File: src/rtl/core/obd_pkg.sv
`timescale 1ns / 1ps
// Shared constants, types and lookup functions for the OBD-II PID poller/decoder.
// No dependencies; imported by every module of the block.
package obd_pkg;

  localparam int unsigned NUM_PIDS_DEF = 5;
  localparam int unsigned POS_W        = 3;
  localparam int unsigned NUM_QTY      = 5;

  localparam logic [15:0] PERIOD_RESET = 16'd100;

  localparam logic [10:0] RESP_ID_LO = 11'h7E8;
  localparam logic [10:0] RESP_ID_HI = 11'h7EF;
  localparam logic [3:0]  FRAME_LEN_MIN = 4'd4;
  localparam logic [3:0]  FRAME_LEN_TWO = 4'd5;
  localparam logic [7:0]  MODE_RESP  = 8'h41;
  localparam logic [7:0]  LEN_MIN    = 8'h03;

  localparam logic [7:0] PID_RPM        = 8'h0C;
  localparam logic [7:0] PID_SPEED      = 8'h0D;
  localparam logic [7:0] PID_LOAD       = 8'h04;
  localparam logic [7:0] PID_FUEL_LEVEL = 8'h2F;
  localparam logic [7:0] PID_FUEL_RATE  = 8'h5E;

  localparam logic [2:0] CODE_NONE       = 3'd0;
  localparam logic [2:0] CODE_RPM        = 3'd1;
  localparam logic [2:0] CODE_SPEED      = 3'd2;
  localparam logic [2:0] CODE_LOAD       = 3'd3;
  localparam logic [2:0] CODE_FUEL_LEVEL = 3'd4;
  localparam logic [2:0] CODE_FUEL_RATE  = 3'd5;

  // ceil(2^31 / 255) and ceil(2^22 / 5); exact for the operand ranges used
  localparam logic [23:0] RECIP_255   = 24'd8421505;
  localparam int unsigned RECIP_255_SH = 31;
  localparam logic [19:0] RECIP_5     = 20'd838861;
  localparam int unsigned RECIP_5_SH   = 22;

  typedef struct packed {
    logic                 accept;
    logic [2:0]           code;
    logic [23:0]          value;
    logic [NUM_QTY-1:0]   qty_hot;
  } dec_t;

  typedef struct packed {
    logic       due;
    logic       sent;
    logic [7:0] pid;
  } poll_t;

  // Round-robin request list; repeats after the fifth entry.
  function automatic logic [7:0] pid_at(input logic [POS_W-1:0] pos);
    logic [7:0] pid;
    unique case (pos)
      3'd0:    pid = PID_RPM;
      3'd1:    pid = PID_SPEED;
      3'd2:    pid = PID_LOAD;
      3'd3:    pid = PID_FUEL_LEVEL;
      3'd4:    pid = PID_FUEL_RATE;
      3'd5:    pid = PID_RPM;
      3'd6:    pid = PID_SPEED;
      3'd7:    pid = PID_LOAD;
      default: pid = PID_RPM;
    endcase
    return pid;
  endfunction

endpackage

File: src/rtl/core/obd_if.sv
`timescale 1ns / 1ps
// Valid/ready channel interfaces for input items and result items.
// No dependencies.
interface obd_in_if;
  logic        valid;
  logic        ready;
  logic        kind;
  logic [31:0] now_ms;
  logic        is_standard;
  logic [10:0] frame_id;
  logic [3:0]  frame_len;
  logic [7:0]  len_byte;
  logic [7:0]  mode_byte;
  logic [7:0]  pid_byte;
  logic [7:0]  value_a;
  logic [7:0]  value_b;
  logic        tx_ready;

  modport source (
    output valid, kind, now_ms, is_standard, frame_id, frame_len, len_byte,
           mode_byte, pid_byte, value_a, value_b, tx_ready,
    input  ready
  );
  modport sink (
    input  valid, kind, now_ms, is_standard, frame_id, frame_len, len_byte,
           mode_byte, pid_byte, value_a, value_b, tx_ready,
    output ready
  );
endinterface

interface obd_out_if;
  logic        valid;
  logic        ready;
  logic [2:0]  update_code;
  logic [23:0] update_value;
  logic [4:0]  valid_mask;
  logic        req_valid;
  logic [7:0]  req_pid;
  logic [31:0] rx_frame_count;
  logic [31:0] tx_request_count;
  logic [31:0] tx_error_count;
  logic [31:0] last_rx_time;

  modport source (
    output valid, update_code, update_value, valid_mask, req_valid, req_pid,
           rx_frame_count, tx_request_count, tx_error_count, last_rx_time,
    input  ready
  );
  modport sink (
    input  valid, update_code, update_value, valid_mask, req_valid, req_pid,
           rx_frame_count, tx_request_count, tx_error_count, last_rx_time,
    output ready
  );
endinterface

File: src/rtl/core/obd_frame_dec.sv
`timescale 1ns / 1ps
// Response filter and mode 01 value decoder into unsigned Q16.8.
// Depends on obd_pkg.
module obd_frame_dec
  import obd_pkg::*;
(
  input  logic        is_frame,
  input  logic        is_standard,
  input  logic [10:0] frame_id,
  input  logic [3:0]  frame_len,
  input  logic [7:0]  len_byte,
  input  logic [7:0]  mode_byte,
  input  logic [7:0]  pid_byte,
  input  logic [7:0]  value_a,
  input  logic [7:0]  value_b,
  output dec_t        dec
);

  logic        accept;
  logic        two_byte_ok;
  logic [15:0] n_val;
  logic [22:0] load_x;
  logic [46:0] load_p;
  logic [21:0] rate_x;
  logic [41:0] rate_p;
  logic [23:0] load_q;
  logic [23:0] rate_q;

  assign accept = is_frame && is_standard && (frame_id >= RESP_ID_LO) &&
                  (frame_id <= RESP_ID_HI) && (frame_len >= FRAME_LEN_MIN) &&
                  (mode_byte == MODE_RESP) && (len_byte >= LEN_MIN);
  assign two_byte_ok = frame_len >= FRAME_LEN_TWO;
  assign n_val = {value_a, value_b};

  // A * 25600 + 127 as shifts, then divide by 255 through the reciprocal
  assign load_x = (23'(value_a) << 14) + (23'(value_a) << 13) + (23'(value_a) << 10)
                + 23'd127;
  assign load_p = 47'(load_x) * 47'(RECIP_255);
  assign load_q = 24'(load_p >> RECIP_255_SH);

  // N * 64 + 2, divide by 5 through the reciprocal
  assign rate_x = {n_val, 6'b0} + 22'd2;
  assign rate_p = 42'(rate_x) * 42'(RECIP_5);
  assign rate_q = 24'(rate_p >> RECIP_5_SH);

  always_comb begin
    dec.accept  = accept;
    dec.code    = CODE_NONE;
    dec.value   = 24'd0;
    dec.qty_hot = '0;
    if (accept) begin
      unique case (pid_byte)
        PID_RPM: begin
          if (two_byte_ok) begin
            dec.code  = CODE_RPM;
            dec.value = {2'b0, n_val, 6'b0};
          end
        end
        PID_SPEED: begin
          dec.code  = CODE_SPEED;
          dec.value = {8'b0, value_a, 8'b0};
        end
        PID_LOAD: begin
          dec.code  = CODE_LOAD;
          dec.value = load_q;
        end
        PID_FUEL_LEVEL: begin
          dec.code  = CODE_FUEL_LEVEL;
          dec.value = load_q;
        end
        PID_FUEL_RATE: begin
          if (two_byte_ok) begin
            dec.code  = CODE_FUEL_RATE;
            dec.value = rate_q;
          end
        end
        default: begin
          dec.code = CODE_NONE;
        end
      endcase
    end
    if (dec.code != CODE_NONE) begin
      dec.qty_hot = NUM_QTY'(1) << (dec.code - 3'd1);
    end
  end

endmodule

File: src/rtl/core/obd_poll_sched.sv
`timescale 1ns / 1ps
// Poll period register, elapsed-time check and round-robin PID selection.
// Depends on obd_pkg.
module obd_poll_sched
  import obd_pkg::*;
#(
  parameter int unsigned NUM_PIDS = NUM_PIDS_DEF
) (
  input  logic        clk,
  input  logic        rst,
  input  logic        cfg_wr_en,
  input  logic [15:0] cfg_wr_data,
  input  logic        tick,
  input  logic [31:0] now_ms,
  input  logic        tx_ready,
  output poll_t       poll
);

  logic [15:0]      period;
  logic [31:0]      last_poll;
  logic [POS_W-1:0] pos;
  logic [POS_W-1:0] pos_next;
  logic [POS_W:0]   pos_inc;
  logic [31:0]      elapsed;

  // wrapping subtraction gives elapsed time modulo 2^32
  assign elapsed = now_ms - last_poll;
  assign pos_inc = {1'b0, pos} + (POS_W+1)'(1);
  assign pos_next = (pos_inc >= (POS_W+1)'(NUM_PIDS)) ? '0 : pos_inc[POS_W-1:0];

  always_comb begin
    poll.due  = tick && (elapsed >= {16'b0, period});
    poll.sent = poll.due && tx_ready;
    poll.pid  = poll.sent ? pid_at(pos) : 8'd0;
  end

  always_ff @(posedge clk) begin
    if (rst) begin
      period    <= PERIOD_RESET;
      last_poll <= '0;
      pos       <= '0;
    end else begin
      if (cfg_wr_en) begin
        period <= cfg_wr_data;
      end
      // a refused attempt still restarts the period but keeps the position
      if (poll.due) begin
        last_poll <= now_ms;
      end
      if (poll.sent) begin
        pos <= pos_next;
      end
    end
  end

endmodule

File: src/rtl/core/obd_pid_poller_decoder_top.sv
`timescale 1ns / 1ps
// OBD-II mode 01 poller/decoder: input register, decode and poll logic, result register.
// Depends on obd_pkg, obd_if, obd_frame_dec and obd_poll_sched.
//
// Usage:
//   item    - valid/ready sink; each transfer is either a received CAN frame
//             (kind 0) or a poll tick (kind 1) with the current ms time.
//   result  - valid/ready source; exactly one result per item, in order,
//             carrying the decoded update, valid flags, request and counters.
//   cfg_wr_en / cfg_wr_data - write of poll_period_ms, taken on any clock edge
//             with cfg_wr_en high and rst low; write only while the block is idle.
// An accepted item is held in the input register, then in the result register
// (one input register stage, one result register stage).
// Throughput: one item per cycle when not stalled; the whole decode, including two
// constant reciprocal multiplies, and the poll check sit between the two registers.
// Reset (rst, synchronous) clears all counters, flags and poll state and sets
// the period to 100 ms; both register stages come out empty.
// When the receiver stalls the result holds, the input stage fills and then
// item.ready drops; no item is lost or reordered.
module obd_pid_poller_decoder_top
  import obd_pkg::*;
#(
  parameter int unsigned NUM_PIDS = NUM_PIDS_DEF
) (
  input  logic         clk,
  input  logic         rst,
  obd_in_if.sink       item,
  obd_out_if.source    result,
  input  logic         cfg_wr_en,
  input  logic [15:0]  cfg_wr_data
);

  // input register
  logic        s1_valid;
  logic        s1_kind;
  logic [31:0] s1_now;
  logic        s1_std;
  logic [10:0] s1_id;
  logic [3:0]  s1_len;
  logic [7:0]  s1_len_byte;
  logic [7:0]  s1_mode;
  logic [7:0]  s1_pid;
  logic [7:0]  s1_a;
  logic [7:0]  s1_b;
  logic        s1_tx_ready;

  // result register and block state
  logic               res_valid;
  logic [2:0]         res_code;
  logic [23:0]        res_value;
  logic               res_req;
  logic [7:0]         res_pid;
  logic [NUM_QTY-1:0] qty_valid;
  logic [31:0]        frames_seen;
  logic [31:0]        requests_sent;
  logic [31:0]        requests_failed;
  logic [31:0]        last_response_time;

  logic  out_free;
  logic  s1_adv;
  dec_t  dec;
  poll_t poll;

  assign out_free   = !res_valid || result.ready;
  assign s1_adv     = s1_valid && out_free;
  assign item.ready = !s1_valid || out_free;

  obd_frame_dec u_dec (
    .is_frame    (!s1_kind),
    .is_standard (s1_std),
    .frame_id    (s1_id),
    .frame_len   (s1_len),
    .len_byte    (s1_len_byte),
    .mode_byte   (s1_mode),
    .pid_byte    (s1_pid),
    .value_a     (s1_a),
    .value_b     (s1_b),
    .dec         (dec)
  );

  obd_poll_sched #(
    .NUM_PIDS (NUM_PIDS)
  ) u_poll (
    .clk         (clk),
    .rst         (rst),
    .cfg_wr_en   (cfg_wr_en),
    .cfg_wr_data (cfg_wr_data),
    .tick        (s1_adv && s1_kind),
    .now_ms      (s1_now),
    .tx_ready    (s1_tx_ready),
    .poll        (poll)
  );

  always_ff @(posedge clk) begin
    if (rst) begin
      s1_valid <= 1'b0;
    end else if (item.ready) begin
      s1_valid <= item.valid;
    end
  end

  always_ff @(posedge clk) begin
    if (item.valid && item.ready) begin
      s1_kind     <= item.kind;
      s1_now      <= item.now_ms;
      s1_std      <= item.is_standard;
      s1_id       <= item.frame_id;
      s1_len      <= item.frame_len;
      s1_len_byte <= item.len_byte;
      s1_mode     <= item.mode_byte;
      s1_pid      <= item.pid_byte;
      s1_a        <= item.value_a;
      s1_b        <= item.value_b;
      s1_tx_ready <= item.tx_ready;
    end
  end

  always_ff @(posedge clk) begin
    if (rst) begin
      res_valid          <= 1'b0;
      qty_valid          <= '0;
      frames_seen        <= '0;
      requests_sent      <= '0;
      requests_failed    <= '0;
      last_response_time <= '0;
    end else begin
      if (out_free) begin
        res_valid <= s1_valid;
      end
      if (s1_adv) begin
        qty_valid <= qty_valid | dec.qty_hot;
        if (!s1_kind) begin
          frames_seen <= frames_seen + 32'd1;
        end
        if (dec.accept) begin
          last_response_time <= s1_now;
        end
        if (poll.sent) begin
          requests_sent <= requests_sent + 32'd1;
        end
        if (poll.due && !poll.sent) begin
          requests_failed <= requests_failed + 32'd1;
        end
      end
    end
  end

  always_ff @(posedge clk) begin
    if (s1_adv) begin
      res_code  <= dec.code;
      res_value <= dec.value;
      res_req   <= poll.sent;
      res_pid   <= poll.pid;
    end
  end

  // state registers only move together with a result load, so they always
  // match the item held in the result register
  assign result.valid            = res_valid;
  assign result.update_code      = res_code;
  assign result.update_value     = res_value;
  assign result.valid_mask       = qty_valid;
  assign result.req_valid        = res_req;
  assign result.req_pid          = res_pid;
  assign result.rx_frame_count   = frames_seen;
  assign result.tx_request_count = requests_sent;
  assign result.tx_error_count   = requests_failed;
  assign result.last_rx_time     = last_response_time;

endmodule

File: src/flat_wrapper.sv
// flat-port wrapper written by rule: the top's interface ports become plain ports
module obd_pid_poller_decoder_top_flat import obd_pkg::*;
#(
  parameter int unsigned NUM_PIDS = NUM_PIDS_DEF
)
  (clk, rst, cfg_wr_en, cfg_wr_data, item_valid, item_kind, item_now_ms, item_is_standard, item_frame_id, item_frame_len, item_len_byte, item_mode_byte, item_pid_byte, item_value_a, item_value_b, item_tx_ready, item_ready, result_valid, result_update_code, result_update_value, result_valid_mask, result_req_valid, result_req_pid, result_rx_frame_count, result_tx_request_count, result_tx_error_count, result_last_rx_time, result_ready);
  obd_in_if item_i ();
  obd_out_if result_i ();
  input  logic clk;
  input  logic rst;
  input  logic cfg_wr_en;
  input  logic [15:0] cfg_wr_data;
  input wire logic [$bits(item_i.valid)-1:0] item_valid;
  input wire logic [$bits(item_i.kind)-1:0] item_kind;
  input wire logic [$bits(item_i.now_ms)-1:0] item_now_ms;
  input wire logic [$bits(item_i.is_standard)-1:0] item_is_standard;
  input wire logic [$bits(item_i.frame_id)-1:0] item_frame_id;
  input wire logic [$bits(item_i.frame_len)-1:0] item_frame_len;
  input wire logic [$bits(item_i.len_byte)-1:0] item_len_byte;
  input wire logic [$bits(item_i.mode_byte)-1:0] item_mode_byte;
  input wire logic [$bits(item_i.pid_byte)-1:0] item_pid_byte;
  input wire logic [$bits(item_i.value_a)-1:0] item_value_a;
  input wire logic [$bits(item_i.value_b)-1:0] item_value_b;
  input wire logic [$bits(item_i.tx_ready)-1:0] item_tx_ready;
  output wire logic [$bits(item_i.ready)-1:0] item_ready;
  output wire logic [$bits(result_i.valid)-1:0] result_valid;
  output wire logic [$bits(result_i.update_code)-1:0] result_update_code;
  output wire logic [$bits(result_i.update_value)-1:0] result_update_value;
  output wire logic [$bits(result_i.valid_mask)-1:0] result_valid_mask;
  output wire logic [$bits(result_i.req_valid)-1:0] result_req_valid;
  output wire logic [$bits(result_i.req_pid)-1:0] result_req_pid;
  output wire logic [$bits(result_i.rx_frame_count)-1:0] result_rx_frame_count;
  output wire logic [$bits(result_i.tx_request_count)-1:0] result_tx_request_count;
  output wire logic [$bits(result_i.tx_error_count)-1:0] result_tx_error_count;
  output wire logic [$bits(result_i.last_rx_time)-1:0] result_last_rx_time;
  input wire logic [$bits(result_i.ready)-1:0] result_ready;
  assign item_i.valid = item_valid;
  assign item_i.kind = item_kind;
  assign item_i.now_ms = item_now_ms;
  assign item_i.is_standard = item_is_standard;
  assign item_i.frame_id = item_frame_id;
  assign item_i.frame_len = item_frame_len;
  assign item_i.len_byte = item_len_byte;
  assign item_i.mode_byte = item_mode_byte;
  assign item_i.pid_byte = item_pid_byte;
  assign item_i.value_a = item_value_a;
  assign item_i.value_b = item_value_b;
  assign item_i.tx_ready = item_tx_ready;
  assign item_ready = item_i.ready;
  assign result_valid = result_i.valid;
  assign result_update_code = result_i.update_code;
  assign result_update_value = result_i.update_value;
  assign result_valid_mask = result_i.valid_mask;
  assign result_req_valid = result_i.req_valid;
  assign result_req_pid = result_i.req_pid;
  assign result_rx_frame_count = result_i.rx_frame_count;
  assign result_tx_request_count = result_i.tx_request_count;
  assign result_tx_error_count = result_i.tx_error_count;
  assign result_last_rx_time = result_i.last_rx_time;
  assign result_i.ready = result_ready;
  obd_pid_poller_decoder_top #(.NUM_PIDS(NUM_PIDS)) u_core (.clk(clk), .rst(rst), .item(item_i), .result(result_i), .cfg_wr_en(cfg_wr_en), .cfg_wr_data(cfg_wr_data));
endmodule
File: config.mk
export PLATFORM = sky130hd
export DESIGN_NAME = obd_pid_poller_decoder_top_flat
export DESIGN_NICKNAME = d
export VERILOG_FILES = /design/src/rtl/core/obd_pkg.sv /design/src/rtl/core/obd_if.sv /design/src/rtl/core/obd_frame_dec.sv /design/src/rtl/core/obd_poll_sched.sv /design/src/rtl/core/obd_pid_poller_decoder_top.sv /design/src/flat_wrapper.sv
export SDC_FILE = /design/constraint.sdc
export NUM_CORES = 1
export LEC_CHECK = 0
export BUFFER_PORTS_ARGS = -buffer_cell sky130_fd_sc_hd__buf_2
export CAP_MARGIN = 10
export CORE_UTILIZATION = 60
export DETAILED_ROUTE_END_ITERATION = 16
export PLACE_DENSITY = 0.83
export SETUP_SLACK_MARGIN = 0.05
export SLEW_MARGIN = 25
export SYNTH_ARGS = -nofsm -noshare
export SYNTH_HDL_FRONTEND = slang
export SYNTH_SLANG_ARGS = --single-unit
File: constraint.sdc
create_clock -name clk -period 9.2 [get_ports clk]
set_input_delay 0.46 -clock clk [delete_from_list [all_inputs] [get_ports clk]]
set_output_delay 0.46 -clock clk [all_outputs]
set_load 0.03 [all_outputs]
Word level (Yosys, flattened, before mapping)
Memory sizes are Yosys's and may differ from the RTL's. A register that Yosys moved wholly into a read port is not among the register bits.
Index checks and enable logic that the tools add are counted.
W data, S select, Z words.
{ "totals": {"mem_bits_ro": 48, "memories": 1, "input_bits": 111, "ff_bits": 312} }
{ "memory_table": {"columns": ["name", "words", "width", "rd", "rd_clocked_by_memory_dff", "write_ports", "line_no", "text"], "rows": [
  ["(name not given)", 8, 6, 1, 1, 0, "obd_pkg.sv:54", "unique case (pos)"]
]} }
{ "classes": {"n_shift": 1, "bitwise": 2, "multipliers": 2, "eq_ne": 6, "n_lt_le_gt_ge": 7, "n_mux": 7, "n_reduce_logical": 25, "add_sub_neg": 10} }
{ "op_table": {"columns": ["cell", "count"], "rows": [
  ["$add A32 B1 Y32 const B", 3],
  ["$pmux W24 S4", 1],
  ["$mux W27", 2],
  ["$mul A23 B24 Y47 const B", 1],
  ["$mul A22 B20 Y42 const B", 1],
  ["$ge A32 B16 Y1", 1],
  ["$sub A32 B32 Y32", 1],
  ["$mux W25", 1],
  ["$add A22 B21 Y23", 1],
  ["$add A23 B18 Y23", 1],
  ["$add A23 B7 Y23 const B", 1],
  ["$add A22 B2 Y22 const B", 1],
  ["$eq A8 B4 Y1 const B", 2],
  ["$eq A8 B7 Y1 const B", 2],
  ["$pmux W3 S5", 1],
  ["$ge A4 B3 Y1 const B", 3],
  ["$logic_and A1 B1 Y1", 12],
  ["$ge A11 B11 Y1 const B", 1],
  ["$le A11 B11 Y1 const B", 1],
  ["$eq A8 B3 Y1 const B", 1],
  ["$eq A8 B6 Y1 const B", 1],
  ["$ge A8 B2 Y1 const B", 1],
  ["$reduce_and A2 Y1", 4],
  ["$logic_not A1 Y1", 5],
  ["10 further kinds", 11]
]} }

Logic depth before layout (Yosys ltp)
Gate-level depths: netlist of the first run.
{ "logic_depth": {"depth_word": 12, "depth_mapped": 29, "depth_no_buf": 29} }

Cells and area by module
From an unflattened synthesis of the first run, not the netlist that was laid out.
{ "hier_totals": {"hier_cells": 2442, "hier_area_um2": 23177.2} }
{ "by_module_without_submodules": {"columns": ["mod", "area_per_inst_um2", "cells_each", "instances"], "rows": [
  ["obd_pid_poller_decoder_top", 9547.9, 824, 1],
  ["obd_frame_dec", 8881.0, 973, 1],
  ["obd_poll_sched", 4748.3, 645, 1]
]} }

Worst setup path before layout of the first run
No wires, ideal clock.
{ "synth_timing": {"kind": "register -> register", "startpoint": "register u_core.s1_a[1]", "endpoint": "register u_core.res_value[12], in the netlist u_core.result.update_value[12] (data pin)", "path_stages_with_launch": 29, "period_less_slack_ns": 6.527, "n_path_buf": 0, "t_arrival_ns": 6.261, "setup_slack_ns": 2.673, "cell_sequence": "edfxtp_1 fa_1 ha_1 inv_1 fa_1 inv_1 a21o_1 a21oi_1 o21bai_1 a21o_1 xor2_1 ha_1 inv_1 ha_1 inv_1 ha_1 ha_1 ha_1 nand3_1 nor2_1 a2111oi_0 a2111oi_0 o41a_1 a221oi_1 o21ai_0 a31oi_1 xnor2_1 a221oi_1 nor2_1"} }
{ "synth_between": {"elab_chain_len": 5, "word_cells_on_any_way": 8} }
{ "synth_rtl": {"columns": ["item", "line_no", "text"], "rows": [
  ["start, declared", "obd_pid_poller_decoder_top.sv:43", "logic [7:0] s1_a;"],
  ["start signal, assigned", "obd_pid_poller_decoder_top.sv:112", "s1_a <= item.value_a;"],
  ["$add A22 B21 Y23", "obd_frame_dec.sv:36", "assign load_x = (23'(value_a) << 14) + (23'(value_a) << 13) + (23'(value_a) << 10)"],
  ["$add A23 B18 Y23", "obd_frame_dec.sv:36", null],
  ["$add A23 B7 Y23", "obd_frame_dec.sv:37", "+ 23'd127;"],
  ["$mul A23 B24 Y47", "obd_frame_dec.sv:38", "assign load_p = 47'(load_x) * 47'(RECIP_255);"],
  ["$pmux W24 S4 *", "obd_frame_dec.sv:52", "unique case (pid_byte)"],
  ["end signal, assigned", "obd_pid_poller_decoder_top.sv:151", "res_value <= dec.value;"],
  ["end, declared", "obd_pid_poller_decoder_top.sv:50", "logic [23:0] res_value;"]
]} }
Mark *: on every way between the ends. The rest lies on a longest branch, timed or not.
A chain may end at the register's enable or synchronous reset.

Worst setup path in the final report of the first run
Same ends and word-level chain as after synthesis.

==> impl_results.md, run 1 <==
* Area contributors post-synth: ha_1 19%, dfxtp_1 16%, edfxtp_1 16%
* VDD IR max at between 0.3 and 0.4 mV
* # setup viols final at 0
* CP arrival at roughly 8.4 ns
* Tmin final at 8.069 ns
* First-pass GRT wire length at 91.71 mm
* Post-Synthesis Cell Area at 0.02281 mm²
* EDFF count, synth at 119
* Vias at 18,460
* Layout cells sized above 1 at 13.27%
* Clock Sinks at around 300
* Number of DRC markers in iteration 0 at ~1,300
* Largest net degree at the start of global routing at 95
* Clock slew at reported path FFs at approximately 0.070 ns
* Dpl cell area at between 0.02 and 0.025 mm²
* Sequential area share after synthesis at 31.99%
* Most frequent CP cell: ha_1
* Die X-Extent at 197.0 µm
* Commonest non-fill, non-tap cell in the layout: ha_1
* Die span in y at 197.0 µm
* Port bufs at around 280
* Initial Util at 60.70%
* Number of global-route vias before repair at 18,300
* Total of max-cap violations at 0
* Synth Flop Type: dfxtp_1
* Fillers at roughly 2,900
* Router iterations before antenna repair at 5
* Type of origin of the critical path: flip-flop
* Hold Fails Final Rpt at 0
* Post-CTS Setup Repair Bufs at 0
* Non-Filler Instances at 3,181
* Wire per inst at 18.11 µm
* WL final at 57.61 mm
* CTS resizes at 0
* Area fraction of the dominant cell type after synthesis at 18.70%
* Final period util at 87.71%
* CTS HTree Levels at 1
* Final Max Tran Viols at 0
* CP Data Required Time at about 9.5 ns
* Hold-fix buffers at CTS at 0
* YS warnings at 0
* Final instance area at 0.02557 mm²
* Die ar. at 0.03880 mm²
* Setup clock skew after layout at around 0.031 ns
* Hold WC Path Type: in2reg
* Dpl cells at 3,115
* Clk_lat worst skew at 0.58 ns
* Detailed Place HPWL at roughly 45 mm
* Max FO, Critical Path at 14
* Gr ovfl total at 0
* Most frequent cells in the layout: 341 x ha_1, 308 x inv_1, 274 x buf_2, 186 x dfxtp_1, 176 x nand2_1
* GRT Total Usage at between 20 and 30%
* DR vias/cell at 5.803
* TritonCTS Buffers at 31
* Slowest-stage cell, CP: edfxtp_1
* Clock root cell: clkbuf_16
* Final Wtd Congestion at 0.9744
* Pwr dens at 262.0 mW/mm²
* Slew HR at 32.14%
* RSZ-0062 raised after global routing: false
* Core region area at 0.03758 mm²
* Ports at 282
* Sum Neg Setup Slack at 0 ns
* Area leader, netlist: ha_1
* Max clock buf depth at 3
* CTS tree: built
* Initial antenna violation count at 10
* Post-route ant nets at 0
* Cells after synthesis at 2,396
* Fmax at roughly 120 MHz
* Leak pwr at 0.01161 µW
* Worst Tran Pin Value at a little over 1 ns
* Worst Setup Path Type: reg2reg
* Post-synth ARST share at 0%
* Yosys reg bits at 305
* Synthesis-to-layout area growth at 12.09%
* Final net count at between 3,000 and 4,000
* # DRC at 0
* Rows at 71
* Synth cell types at between 70 and 80
* Crit path largest cell delay at 0.89 ns
* Status: completed
* Setup crit end kind: flip-flop
* Syn Area/Cell at 9.520 µm²
-- routing by layer --
metal	routed length [µm]	up-vias	GRT usage, %
met5	0	-	0
met4	2502	0	13.58
met3	2446	147	3.080
met2	29290	547	52.83
met1	23380	8871	35.49
li1	-	8893	-
-- cells by family after synthesis --
group,count (synthesis),synth area share [%]
other,1,0.01644
AO/OA/AOI/OAI,445,12.31
AND/OR/NAND/NOR,651,14.29
adder cells (fa/ha/maj),450,28.27
buffers and inverters,388,6.796
multiplexers,55,2.446
XOR/XNOR,101,3.878
flip-flops,305,31.99
-- report_power, final --
part,switching [µW],internal [µW]
logic,2360,1640
registers,38.4,1450
clock network,529,692
total,2920,3770
-- synthesized netlist by cell type (5+ instances only) --
library cell    n
a2111oi_0       6
a211oi_1       12
a21o_1         34
a21oi_1       176
a222oi_1        8
a31o_2          5
a31oi_1        12
and2_1         22
and3_1         34
and4_1          7
buf_4           8
buf_6           8
clkbuf_1       58
dfxtp_1       186
edfxtp_1      119
fa_1          109
ha_1          341
inv_1         308
mux2i_1        49
nand2_1       176
nand2b_1       24
nand3_1        56
nand4_1        37
nand4b_1        5
nor2_1        159
nor2b_1        13
nor3_1         20
nor4_1         10
nor4b_1         5
o211ai_1       16
o21a_1         13
o21ai_0        58
o21ai_1         9
o21bai_1       11
o22ai_1         8
o31a_1          5
o31ai_1        36
or2_2           6
or3_1          29
or4_1          38
xnor2_1        48
xor2_1         53
-- final cells by class --
cell class / count / area (µm²) / share of cell area [%]
multi-input cells: 1705 / 14010 / 54.79
flip-flops and latches: 305 / 7297 / 28.54
repair buffers: 286 / 1465 / 5.730
inverters: 308 / 1156 / 4.522
clock buffers: 44 / 877.1 / 3.430
well taps: 511 / 639.4 / 2.501
clock inverters: 12 / 98.84 / 0.3866
diodes: 10 / 25.02 / 0.09787
-- through the flow --
stage          hold slack [ns]  power (µW)  worst slack (ns)  utilization, %
2_1_floorplan           0.4363        4388             2.673               -
4_1_cts                0.04270        6713             1.166           67.95
5_1_grt                0.03318        7262            0.6151           68.04
3_3_place_gp            0.4416        5316             1.449           65.35
6_report               0.05862        6698             1.131           68.04
3_5_place_dp            0.4465        5431             1.206           65.35
-- critical path, delay by kind of cell, from the launching register on --
family / cells / cell delay (ns)
buf+inv: 4 / 0.27
compound gates: 11 / 3.38
xor+xnor: 2 / 0.63
fa+ha+maj: 8 / 2.41
simple gates: 3 / 0.23
flops: 1 / 0.89
-- flip-flops by register name, summed over array words and instances (netlist names), 16 cells and up --
signal                          count
u_core.result.last_rx_time         32
u_core.result.rx_frame_count       32
u_core.result.tx_error_count       32
u_core.result.tx_request_count     32
u_core.result.update_value         22
u_core.s1_now                      32
u_core.u_poll.last_poll            32
u_core.u_poll.period               16
-- worst paths after layout --
kind                                     from                              to  slack [ns]  cells past startpoint
setup / recovery               u_core.s1_a[1]  u_core.result.update_value[12]        1.13                     28
hold / removal                item_value_b[0]                  u_core.s1_b[0]        0.06                      1
setup reg to reg               u_core.s1_a[1]  u_core.result.update_value[12]        1.13                     28
hold reg to reg   u_core.u_poll.last_poll[20]     u_core.u_poll.last_poll[20]        0.45                      2
(Power assumes the default switching activity.)
==> run 2, diff against run 1 <==
--- a/config.mk
+++ b/config.mk
@@ -5,7 +5,7 @@
 export SDC_FILE = /design/constraint.sdc
 export NUM_CORES = 1
 export LEC_CHECK = 0
-export BUFFER_PORTS_ARGS = -buffer_cell sky130_fd_sc_hd__buf_2
+export BUFFER_PORTS_ARGS = -buffer_cell sky130_fd_sc_hd__clkbuf_2
 export CAP_MARGIN = 10
 export CORE_UTILIZATION = 60
 export DETAILED_ROUTE_END_ITERATION = 16
==> impl_results.md, run 2 (synthesis gave the netlist of run 1 again) <==
* Clock root cell: clkbuf_16 (unchanged)
* GRT busiest layer: met2 (unchanged)
* Final period util at 87.27% (was 87.71%)
* # setup viols final at 0 (unchanged)
* Total of max-cap violations at 0 (unchanged)
* Vias at 18,590 (was 18,460)
* TritonCTS Buffers at 31 (unchanged)
* Layout cells sized above 1 at 13.38% (was 13.27%)
* Commonest non-fill, non-tap cell in the layout: ha_1 (unchanged)
* Synthesis-to-layout area growth at 12.27% (was 12.09%)
* Dpl ws at 1.239 ns (was 1.206 ns)
* Final Max Tran Viols at 0 (unchanged)
* Final Worst Setup Slack at 1.172 ns (was 1.131 ns)
* Sequential power share at 21.9% (was 22.2%)
* First-pass GRT wire length at 92.03 mm (was 91.71 mm)
* Clock power frac at 18.7% (was 18.2%)
* Wire per inst at 18.14 µm (was 18.11 µm)
* Dpl cell area at 0.02456 mm² (about the same)
* VDD IR max at 0.3508 mV (was 0.3606 mV)
* Ports at 282 (unchanged)
* Fillers at 2,892 (was 2,868)
* Most frequent cells in the layout: 341 x ha_1, 308 x inv_1, 274 x clkbuf_2, 186 x dfxtp_1, 176 x nand2_1 (was 341 x ha_1, 308 x inv_1, 274 x buf_2, 186 x dfxtp_1, 176 x nand2_1)
* Clock slew at reported path FFs at 0.06 ns (was 0.07 ns)
* Hold-fix buffers at CTS at 0 (unchanged)
* Met1 Usage GRT at 35.58% (was 35.49%)
* # DRC at 0 (unchanged)
* Grt met3 use at 3.576% (was 3.080%)
* Die X-Extent at 197.0 µm (unchanged)
* Pwr dens at 264.4 mW/mm² (was 262.0 mW/mm²)
* Status: completed (unchanged)
* Switching Power at 2954 µW (was 2925 µW)
* Sum Neg Setup Slack at 0 ns (unchanged)
* Fmax at 124.6 MHz (was 123.9 MHz)
* Detailed Place HPWL at 44.97 mm (was 44.88 mm)
* Hold Path Depth at 1 (unchanged)
* Fin util at 68.15% (was 68.04%)
* Final instance area at 0.02561 mm² (was 0.02557 mm²)
* Final Wtd Congestion at 0.9654 (was 0.9744)
* Reg2reg path depth at 28 (unchanged)
* Clock Sinks at 305 (unchanged)
* Number of DRC markers in iteration 0 at 1,182 (was 1,333)
* Slew HR at 28.72% (was 32.14%)
* Die span in y at 197.0 µm (unchanged)
* Internal power at 3817 µW (was 3774 µW)
* Port bufs at 275 (unchanged)
* Hold Fails Final Rpt at 0 (unchanged)
* Switch share at 43.63% (was 43.66%)
* Core region area at 0.03758 mm² (unchanged)
* Max clock buf depth at 3 (unchanged)
* Slowest-stage cell, CP: edfxtp_1 (unchanged)
* Leak pwr at 0.01155 µW (was 0.01161 µW)
* Setup crit end kind: flip-flop (unchanged)
* CTS tree: built (unchanged)
* CTS HTree Levels at 1 (unchanged)
* CP arrival at 8.32 ns (was 8.36 ns)
* CP Data Required Time at 9.50 ns (about the same)
* DR vias/cell at 5.852 (was 5.803)
* Min-delay src: item_now_ms[31] (was item_value_b[0])
* Met2 GRT Util at 52.26% (was 52.83%)
* Most frequent CP cell: ha_1 (unchanged)
* Post-CTS Setup Repair Bufs at 0 (unchanged)
* Max FO, Critical Path at 14 (unchanged)
* Router iterations before antenna repair at 7 (was 5)
* Final net count at 3,197 (was 3,198)
* Die ar. at 0.03880 mm² (unchanged)
* Reg-to-reg slack, setup at 1.17 ns (was 1.13 ns)
* Setup clock skew after layout at 0.02485 ns (was 0.03139 ns)
* Hold EP: u_core.s1_now[31] (was u_core.s1_b[0])
* Post-route ant nets at 0 (unchanged)
* Worst Tran Pin Value at 1.065 ns (was 1.014 ns)
* FF-to-FF Start: u_core.s1_a[1] (unchanged)
* Rows at 71 (unchanged)
* Gr ovfl total at 0 (unchanged)
* RSZ-0062 raised after global routing: false (unchanged)
* Initial antenna violation count at 3 (was 10)
* Crit path largest cell delay at 0.94 ns (was 0.89 ns)
* Clk_lat worst skew at 0.58 ns (about the same)
* WL final at 57.63 mm (was 57.61 mm)
* Comb power frac at 59.4% (was 59.6%)
* Worst Path Buf+Inv at 4 (unchanged)
* GRT Total Usage at 29.72% (was 29.47%)
* Worst Setup Path Type: reg2reg (unchanged)
* CTS resizes at 0 (unchanged)
* CP delay by family, top: compound AO/OA/AOI/OAI gates (unchanged)
* Largest net degree at the start of global routing at 96 (was 95)
* Hold WC Path Type: in2reg (unchanged)
* Worst R2R End: u_core.result.update_value[12] (unchanged)
* Type of origin of the critical path: flip-flop (unchanged)
* Number of global-route vias before repair at 18,360 (was 18,300)
* Initial Util at 60.70% (unchanged)
* Tmin final at 8.028 ns (was 8.069 ns)
==> run 2: changes by cell type in the layout (fill, tap and decap cells not counted), moves of 2 or more <==
cell and change:
buf_2 -274, clkbuf_2 +274, diode_2 -6, clkbuf_8 +5
buf_4 -2, clkinv_1 -2, inv_6 +2
==> run 2: per-stage QoR <==
step | total power (µW) | cells | hold slack, ns
after floorplan | 4388 | 2398 | 0.4363
after global placement | 5297 | 3113 | 0.4416
after detailed placement | 5472 | 3114 | 0.4472
after CTS | 6793 | 3172 | 0.03526
after global routing | 7353 | 3176 | 0.03462
final | 6771 | 3176 | 0.05277
==> run 2: how the worst max path moves through the flow <==
stage / start / end / slack [ns] / cells past startpoint
2_1_floorplan: u_core.s1_a[1] / u_core.result.update_value[12] / 2.67 / 28
3_3_place_gp: u_core.s1_a[2] / u_core.result.update_value[8] / 1.47 / 23
3_5_place_dp: u_core.s1_a[1] / u_core.result.update_value[12] / 1.24 / 28
4_1_cts: u_core.s1_a[1] / u_core.result.update_value[12] / 1.20 / 28
5_1_grt: u_core.s1_a[1] / u_core.result.update_value[12] / 0.66 / 28
6_report: u_core.s1_a[1] / u_core.result.update_value[12] / 1.17 / 28
==> run 2: worst register-to-register path: cells and delay by family, from the launching register on <==
family | cells | cell delay, ns
AND/OR/NAND/NOR | 3 | 0.21
flip-flops | 1 | 0.94
AO/OA/AOI/OAI | 11 | 3.42
buffers and inverters | 4 | 0.27
XOR/XNOR | 2 | 0.54
adder cells (fa/ha/maj) | 8 | 2.40
==> run 2: layout make-up <==
cell class                      count  area (µm²)  area share [%]
Antenna cell                        4       10.01         0.03909
Clock buffer                       49       945.9           3.694
Clock inverter                      9       81.33          0.3176
Inverter                          308        1156           4.514
Multi-Input combinational cell   1705       14010           54.70
Sequential cell                   305        7297           28.49
Tap cell                          511       639.4           2.497
Timing Repair Buffer              285        1470           5.741
==> run 2: layer usage <==
layer  wire length, µm  vias to the layer above
li1                  -                     8891
met2             29330                      608
met4              3030                        0
met3              2684                      177
met1             22580                     8909
met5                 0                        -
==> run 2: power by group through the flow <==
stage	sequential [µW]	clock (µW)	combinational [µW]
floorplan	1520	0	2870
global placement	1510	0	3790
detailed placement	1510	0	3960
CTS	1490	1280	4030
global route	1490	1330	4530
finish	1490	1270	4020
